--- config.mk ---
export PLATFORM = sky130hd
export DESIGN_NAME = integer_to_ascii_formatter_core
export DESIGN_NICKNAME = d
export VERILOG_FILES = /design/src/design/itoa_pkg.sv /design/src/design/integer_to_ascii_formatter_core.sv /design/src/design/itoa_dabble.sv
export VERILOG_INCLUDE_DIRS = /design/src /design/src/design
export SDC_FILE = /design/constraint.sdc
export NUM_CORES = 1
export LEC_CHECK = 0
export ABC_AREA = 1
export BUFFER_PORTS_ARGS = -buffer_cell sky130_fd_sc_hd__buf_2
export CORE_UTILIZATION = 50
export CTS_BUF_LIST = sky130_fd_sc_hd__clkbuf_4 sky130_fd_sc_hd__clkbuf_8
export DETAILED_ROUTE_END_ITERATION = 6
export GPL_ROUTABILITY_DRIVEN = 0
export GPL_TIMING_DRIVEN = 0
export PLACE_DENSITY = 0.69
export SKIP_CTS_REPAIR_TIMING = 1
export SLEW_MARGIN = 20
export SYNTH_ARGS = -nofsm -noshare
export SYNTH_HDL_FRONTEND = slang
export SYNTH_SLANG_ARGS = --single-unit
--- constraint.sdc ---
create_clock -name clk -period 7.5 [get_ports clk]
set_input_delay 1.875 -clock clk [delete_from_list [all_inputs] [get_ports clk]]
set_output_delay 1.875 -clock clk [all_outputs]
set_load 0.02 [all_outputs]
--- src/design/integer_to_ascii_formatter_core_defines.svh ---
// Assertion macros shared by the formatter core modules.
// Each macro expects clk and arst_n in scope of the module that uses it.
`ifndef INTEGER_TO_ASCII_FORMATTER_CORE_DEFINES_SVH
`define INTEGER_TO_ASCII_FORMATTER_CORE_DEFINES_SVH

// Same-cycle implication, checked out of reset.
`define ITOA_ASSERT_NOW(lbl, ante, cons, msg) \
	lbl: assert property (@(posedge clk) disable iff (!arst_n) (ante) |-> (cons)) \
		else $error(msg);

// Next-cycle implication, checked out of reset.
`define ITOA_ASSERT_NEXT(lbl, ante, cons, msg) \
	lbl: assert property (@(posedge clk) disable iff (!arst_n) (ante) |=> (cons)) \
		else $error(msg);

`endif

--- src/design/itoa_pkg.sv ---
// Types, codes and character helpers for the integer-to-ASCII formatter.
// Used by itoa_dabble and integer_to_ascii_formatter_core; no dependencies.
package itoa_pkg;

	localparam int MAG_W      = 32;
	localparam int BCD_DIGITS = 10;
	localparam int BCD_W      = 4 * BCD_DIGITS;
	localparam int HEX_DIGITS = 16;

	localparam logic [2:0] KIND_SDEC = 3'd0;
	localparam logic [2:0] KIND_UDEC = 3'd1;
	localparam logic [2:0] KIND_HEXL = 3'd2;
	localparam logic [2:0] KIND_HEXU = 3'd3;
	localparam logic [2:0] KIND_PTR  = 3'd4;

	localparam logic [7:0] CH_ZERO   = 8'd48;
	localparam logic [7:0] CH_LOWER_A = 8'h61;
	localparam logic [7:0] CH_MINUS  = 8'h2d;
	localparam logic [7:0] CH_X      = 8'h78;
	localparam logic [7:0] CASE_GAP  = 8'd32;

	typedef struct packed {
		logic [2:0]  req_type;
		logic [63:0] value;
	} req_t;

	typedef struct packed {
		logic [7:0] ascii_char;
		logic [4:0] char_count;
		logic       last_char;
	} res_t;

	typedef struct packed {
		logic             done;
		logic [BCD_W-1:0] bcd;
	} dd_stat_t;

	typedef enum logic [2:0] {
		ST_IDLE,
		ST_CONV,
		ST_SKIP,
		ST_PREFIX,
		ST_EMIT
	} state_t;

	function automatic logic [7:0] digit_char(logic [3:0] nib, logic upper);
		logic [7:0] c;
		if (nib < 4'd10) begin
			c = CH_ZERO + {4'b0000, nib};
		end else begin
			c = CH_LOWER_A + {4'b0000, nib} - 8'd10;
			if (upper) begin
				c = c - CASE_GAP;
			end
		end
		return c;
	endfunction

endpackage

--- src/design/integer_to_ascii_formatter_core.sv ---
// Integer-to-ASCII formatter: one request in, its characters out MSD first, one per strobe.
// Depends on itoa_pkg, itoa_dabble and integer_to_ascii_formatter_core_defines.svh.
//
// A request is taken when start is high and busy is low; busy then stays high until the
// last character has been produced. Each character appears on result for exactly one cycle
// with result_valid high, and the receiver must take it then, as there is no back-pressure.
// Characters of one request come in consecutive cycles with last_char on the final one.
// Decimal kinds first pass through the bit-serial BCD converter, which shifts in every
// magnitude bit and then hands over its ten digits. Leading zero digits are then suppressed
// (up to 9 for decimal, 7 for hex, 15 for pointer) before the characters follow. Hex and
// pointer kinds skip the converter. Each character is registered in the result register
// in the cycle after it is formed, so the last one is shown with busy already low.
// A request with an unused kind code (5 to 7) is taken, produces nothing and leaves busy low.
`include "integer_to_ascii_formatter_core_defines.svh"
module integer_to_ascii_formatter_core import itoa_pkg::*; (
	input  logic clk,
	input  logic arst_n,
	input  logic start,
	output logic busy,
	input  req_t req,
	output logic result_valid,
	output res_t result
);

	state_t state_q, state_d;

	logic [4*HEX_DIGITS-1:0] dig_q;
	logic [4:0]              ndig_q;
	logic [1:0]              pfx_q;
	logic                    ptr_q;
	logic                    upper_q;
	logic [4:0]              cnt_q;
	res_t                    res_q, res_d;
	logic                    res_vld_q, res_vld_d;

	logic                    accept;
	logic [MAG_W-1:0]        low32;
	logic                    neg;
	logic                    dd_load;
	dd_stat_t                dd_stat;
	logic [3:0]              idx;
	logic [3:0]              cur_nib;

	assign accept = start && (state_q == ST_IDLE);
	assign busy   = (state_q != ST_IDLE);
	assign low32  = req.value[MAG_W-1:0];
	assign neg    = (req.req_type == KIND_SDEC) && low32[MAG_W-1];
	assign dd_load = accept && (req.req_type == KIND_SDEC || req.req_type == KIND_UDEC);

	itoa_dabble u_dabble (
		.clk    (clk),
		.arst_n (arst_n),
		.load   (dd_load),
		.bin    (neg ? (~low32 + 32'd1) : low32),
		.stat   (dd_stat)
	);

	assign idx     = 4'(ndig_q - 5'd1);
	assign cur_nib = dig_q[{idx, 2'b00} +: 4];

	always_ff @(posedge clk or negedge arst_n) begin
		if (!arst_n) begin
			state_q   <= ST_IDLE;
			res_vld_q <= 1'b0;
		end else begin
			state_q   <= state_d;
			res_vld_q <= res_vld_d;
		end
	end

	always_ff @(posedge clk) begin
		res_q <= res_d;
		if (accept) begin
			cnt_q   <= '0;
			ptr_q   <= (req.req_type == KIND_PTR);
			upper_q <= (req.req_type == KIND_HEXU);
			pfx_q   <= (req.req_type == KIND_PTR) ? 2'd2 : {1'b0, neg};
			if (req.req_type == KIND_PTR) begin
				dig_q  <= req.value;
				ndig_q <= 5'd16;
			end else begin
				dig_q  <= {32'd0, low32};
				ndig_q <= 5'd8;
			end
		end else begin
			unique case (state_q)
				ST_CONV: begin
					if (dd_stat.done) begin
						dig_q  <= {{(4*HEX_DIGITS-BCD_W){1'b0}}, dd_stat.bcd};
						ndig_q <= 5'(BCD_DIGITS);
					end
				end
				ST_SKIP: begin
					if (cur_nib == 4'd0 && ndig_q != 5'd1) begin
						ndig_q <= ndig_q - 5'd1;
					end
				end
				ST_PREFIX: begin
					pfx_q <= pfx_q - 2'd1;
					cnt_q <= cnt_q + 5'd1;
				end
				ST_EMIT: begin
					ndig_q <= ndig_q - 5'd1;
					cnt_q  <= cnt_q + 5'd1;
				end
				default: begin
				end
			endcase
		end
	end

	always_comb begin
		state_d          = state_q;
		res_vld_d        = 1'b0;
		res_d.ascii_char = digit_char(cur_nib, upper_q);
		res_d.char_count = cnt_q + 5'd1;
		res_d.last_char  = 1'b0;
		unique case (state_q)
			ST_IDLE: begin
				if (start) begin
					priority if (req.req_type == KIND_SDEC || req.req_type == KIND_UDEC) begin
						state_d = ST_CONV;
					end else if (req.req_type == KIND_HEXL || req.req_type == KIND_HEXU
						|| req.req_type == KIND_PTR) begin
						state_d = ST_SKIP;
					end else begin
						state_d = ST_IDLE;
					end
				end
			end
			ST_CONV: begin
				if (dd_stat.done) begin
					state_d = ST_SKIP;
				end
			end
			ST_SKIP: begin
				// advance once the top digit is nonzero or only the units digit is left
				if (cur_nib != 4'd0 || ndig_q == 5'd1) begin
					state_d = (pfx_q != 2'd0) ? ST_PREFIX : ST_EMIT;
				end
			end
			ST_PREFIX: begin
				res_vld_d = 1'b1;
				if (ptr_q) begin
					res_d.ascii_char = (pfx_q == 2'd2) ? CH_ZERO : CH_X;
				end else begin
					res_d.ascii_char = CH_MINUS;
				end
				if (pfx_q == 2'd1) begin
					state_d = ST_EMIT;
				end
			end
			ST_EMIT: begin
				res_vld_d = 1'b1;
				if (ndig_q == 5'd1) begin
					res_d.last_char = 1'b1;
					state_d         = ST_IDLE;
				end
			end
			default: begin
				state_d = ST_IDLE;
			end
		endcase
	end

	assign result_valid = res_vld_q;
	assign result       = res_q;

	`ITOA_ASSERT_NOW(a_count_nonzero, result_valid, result.char_count != 5'd0, "char count is zero")
	`ITOA_ASSERT_NEXT(a_gap_after_last, result_valid && result.last_char, !result_valid,
		"character follows the last one")
	`ITOA_ASSERT_NEXT(a_no_gap_inside, result_valid && !result.last_char, result_valid,
		"gap inside a character run")
	`ITOA_ASSERT_NOW(a_emit_has_digit, state_q == ST_EMIT, ndig_q != 5'd0,
		"emitting with no digits left")
	`ITOA_ASSERT_NEXT(a_busy_after_take, start && !busy && req.req_type <= KIND_PTR, busy,
		"valid request did not raise busy")

endmodule

--- src/design/itoa_dabble.sv ---
// Bit-serial binary to BCD converter (shift and add three), one bit per cycle.
// Depends on itoa_pkg and integer_to_ascii_formatter_core_defines.svh.
`include "integer_to_ascii_formatter_core_defines.svh"
module itoa_dabble import itoa_pkg::*; (
	input  logic             clk,
	input  logic             arst_n,
	input  logic             load,
	input  logic [MAG_W-1:0] bin,
	output dd_stat_t         stat
);

	logic [MAG_W-1:0] bin_q;
	logic [BCD_W-1:0] bcd_q;
	logic [BCD_W-1:0] adj;
	logic [4:0]       cnt_q;
	logic             run_q;
	logic             done_q;

	// correct every digit that would overflow on the next doubling
	always_comb begin
		for (int i = 0; i < BCD_DIGITS; i++) begin
			adj[4*i +: 4] = (bcd_q[4*i +: 4] >= 4'd5) ? bcd_q[4*i +: 4] + 4'd3
				: bcd_q[4*i +: 4];
		end
	end

	always_ff @(posedge clk or negedge arst_n) begin
		if (!arst_n) begin
			run_q  <= 1'b0;
			done_q <= 1'b0;
			cnt_q  <= '0;
		end else begin
			done_q <= 1'b0;
			if (load) begin
				run_q <= 1'b1;
				cnt_q <= '0;
			end else if (run_q) begin
				cnt_q <= cnt_q + 5'd1;
				if (cnt_q == 5'(MAG_W - 1)) begin
					run_q  <= 1'b0;
					done_q <= 1'b1;
				end
			end
		end
	end

	always_ff @(posedge clk) begin
		if (load) begin
			bin_q <= bin;
			bcd_q <= '0;
		end else if (run_q) begin
			bcd_q <= {adj[BCD_W-2:0], bin_q[MAG_W-1]};
			bin_q <= {bin_q[MAG_W-2:0], 1'b0};
		end
	end

	assign stat.done = done_q;
	assign stat.bcd  = bcd_q;

	`ITOA_ASSERT_NEXT(a_dd_done_pulse, done_q, !done_q, "converter done held longer than a cycle")
	`ITOA_ASSERT_NOW(a_dd_done_idle, done_q, !run_q, "converter done while still shifting")
	`ITOA_ASSERT_NEXT(a_dd_load_runs, load, run_q, "converter did not start after load")

endmodule

==> results by group <==
Worst setup path
  • Worst setup EP type: flip-flop
  • WS Path Type: reg2reg
  • R2r worst-path depth: 16
  • R2R Setup Slk: around 4 ns
  • Worst r2r src: ndig_q[0]$_SDFFCE_PP0P_
  • Worst-path fanout max: 10
  • R2r endpoint: ndig_q[4]$_DFFE_PP_
  • Worst EP required: between 7 and 8 ns
  • Worst path arrival time: 3.61 ns
  • Worst setup SP type: flip-flop
  • Crit path to: ndig_q[4]$_DFFE_PP_
  • Critical Path Start: ndig_q[0]$_SDFFCE_PP0P_

GRT
  • Largest net degree at the start of global routing: 42
  • Vias in the first global route: 7530
  • GRT overflow: 0
  • Global routing's busiest layer: met2
  • GR Util met3: 6.06%
  • Total track usage: 26.7%
  • Met2 usage: 42.6%
  • Antenna violations before repair: 0
  • Global-route wire length before repair: just under 40000 µm
  • GR Util met1: 35.2%

Timing
  • Final worst slack: 3.99 ns
  • Hold Violations, Final: 0
  • Period minus WS final: 3.51 ns
  • Tightest Pin Transition: 0.988 ns
  • Final Cycle Share: a little under half
  • Worst hold slack: 0.435 ns
  • Post-route clock skew: between 0.01 and 0.015 ns
  • Unrepaired setup endpoints after global routing: no
  • Slew HR: between 30% and 40%
  • Max Slew Vio Count: 0
  • Setup TNS: 0 ns
  • F_max: 285 MHz
  • Setup violators final: 0

Final layout
  • Fin util: 58.3%
  • Cell Count, Final, Fillers Out: roughly 1500
  • Final Cell Area: between 10000 and 15000 µm²
  • Fill cell count: approximately 1700
  • P&R area growth vs syn: 12.6%
  • Final net count: 1358
  • Ant. Diodes: 0
  • Layout cells sized above 1: about 15%

Pwr
  • Pleak: ~4.7 nW
  • Worst VDD drop: 0.193 mV
  • Overall power: between 4 and 5 mW
  • Pwr dens: 447 nW/µm²

Yosys
  • Post-synthesis sequential area ratio: 48.7%
  • Commonest cells in the netlist: 229 x nand2_1, 144 x inv_1, 136 x nor2_1, 105 x edfxtp_1, 83 x o21ai_0
  • Synth Register Bits: 174
  • Top post-synthesis cells by area: edfxtp_1 33%, dfxtp_1 12%, nand2_1 9.1%
  • Ys async rst share: roughly 6.3%
  • Post-synthesis cell type count: 45
  • Syn Nets: 1252
  • Most common cell in the netlist: nand2_1
  • Synth top area share: ~33%
  • Top_reg_cell synth: edfxtp_1
  • Gate Count Post-Synth: 1150
  • Synth area leader: edfxtp_1
  • Avg Synthesized Cell Area: approximately 8 µm²
  • Yosys warnings: 0
  • EDFF count, synth: about 110
  • Post-Syn Area: 9430 µm²

Placement
  • Placed Cells: 1466
  • Placed inst area: 10200 µm²
  • Port bufs: 84
  • Dpl hpwl: 18400 µm
  • Setup WS pre-CTS: around 3.6 ns

Routing
  • Post-route ant nets: 0
  • Avg WL per Cell: 16.7 µm
  • DR vias: 8073
  • Drc violations: 0
  • Vias per cell: 5.39
  • Post-Route WL: 25100 µm
  • Drt pass-1 iters: 7
  • Iter 0 DRT Violations: 768

Die
  • Starting Density: 51.8%
  • Io pins: 86
  • Site Rows: 49
  • Chip width: 139 µm
  • Chip height: 139 µm
  • Core ar.: between 15000 and 20000 µm²
  • Total Die Area: between 15000 and 20000 µm²

Hold path
  • Hold path depth: 1
  • Worst min path class: reg2reg

Job
  • Max Cap Viol: 0

Clock network
  • Clk slew on worst S/H paths: 0.09 ns
  • CTS tree: yes
  • H-Tree Depth: 4
  • Clock root buffer: clkbuf_8
  • CTS Buf Count: 17
  • Clk_lat worst skew: 0.46 ns
  • Clock sinks: 174
  • Clock Tree Buf Depth: 2

Status
  • Status: completed
==> registers in the layout (all words and copies together), names as in the netlist, 2 cells and up <==
signal / flops
pfx_q: 2
ndig_q: 5
state_q: 3
u_dabble.bin_q: 32
cnt_q: 5
dig_q: 64
u_dabble.bcd_q: 40
u_dabble.cnt_q: 5
result: 13
==> cell type report <==
type / instances / area (µm²) / area share, %
Clock buffer: 23 / 285 / 2.69
Clock inverter: 9 / 111 / 1.05
Multi-Input combinational cell: 773 / 4040 / 38.0
Sequential cell: 174 / 4590 / 43.2
Tap cell: 229 / 287 / 2.70
Buffer: 42 / 211 / 1.99
Inverter: 161 / 604 / 5.69
Timing Repair Buffer: 87 / 490 / 4.62
==> cells in the final DEF (no fill, tap or decap), drive strengths merged, types with 37 or more instances in the layout <==
master,n
clkbuf,38
nand3,82
nor2,142
edfxtp,105
inv,161
a21oi,37
buf,114
o21ai,130
dfxtp,58
nand2,234
==> metal layers <==
| metal | part of all wire [%] | routed length [µm] | vias up |
|---|---|---|---|
| met2 | 46 | 11600 | 310 |
| met4 | 2.8 | 695 | 0 |
| met3 | 6.6 | 1650 | 52 |
| met5 | 0 | 0 | - |
| li1 | - | - | 4015 |
| met1 | 44 | 11100 | 3696 |
==> report_power, final <==
group | total, mW | internal [mW] | switching [mW]
Sequential | 1.72 | 1.53 | 0.187
Combinational | 2.35 | 0.806 | 1.55
Clock | 0.671 | 0.324 | 0.348
Total | 4.74 | 2.66 | 2.08
==> how the worst min path moves through the flow <==
stage                                startpoint                end
after floorplan           cnt_q[0]$_SDFFE_PP0P_  result[1]$_DFF_P_
after global placement    cnt_q[0]$_SDFFE_PP0P_  result[1]$_DFF_P_
after detailed placement  cnt_q[0]$_SDFFE_PP0P_  result[1]$_DFF_P_
after CTS                 cnt_q[0]$_SDFFE_PP0P_  result[1]$_DFF_P_
after global routing      cnt_q[0]$_SDFFE_PP0P_  result[1]$_DFF_P_
final                     cnt_q[0]$_SDFFE_PP0P_  result[1]$_DFF_P_
==> critical path: stages (launching register included) <==
cell and delay, ns:
edfxtp_1 0.37, buf_2 0.19, inv_2 0.09, buf_2 0.20
ha_1 0.38, clkbuf_1 0.41, nor2_1 0.09, o21ai_0 0.11
o211ai_1 0.12, nand3_1 0.12, nand2_1 0.13, inv_1 0.10
ha_1 0.15, nand2_1 0.06, nor2_2 0.13, nand2_1 0.07
a21oi_1 0.42
==> cell families after synthesis <==
logic type	synth area share (%)
compound gates	12.8
simple gates	22.0
fa+ha+maj	4.25
flops	48.7
buf+inv	8.65
xor+xnor	3.58
other cells	0.0398
(Power assumes the default switching activity.)
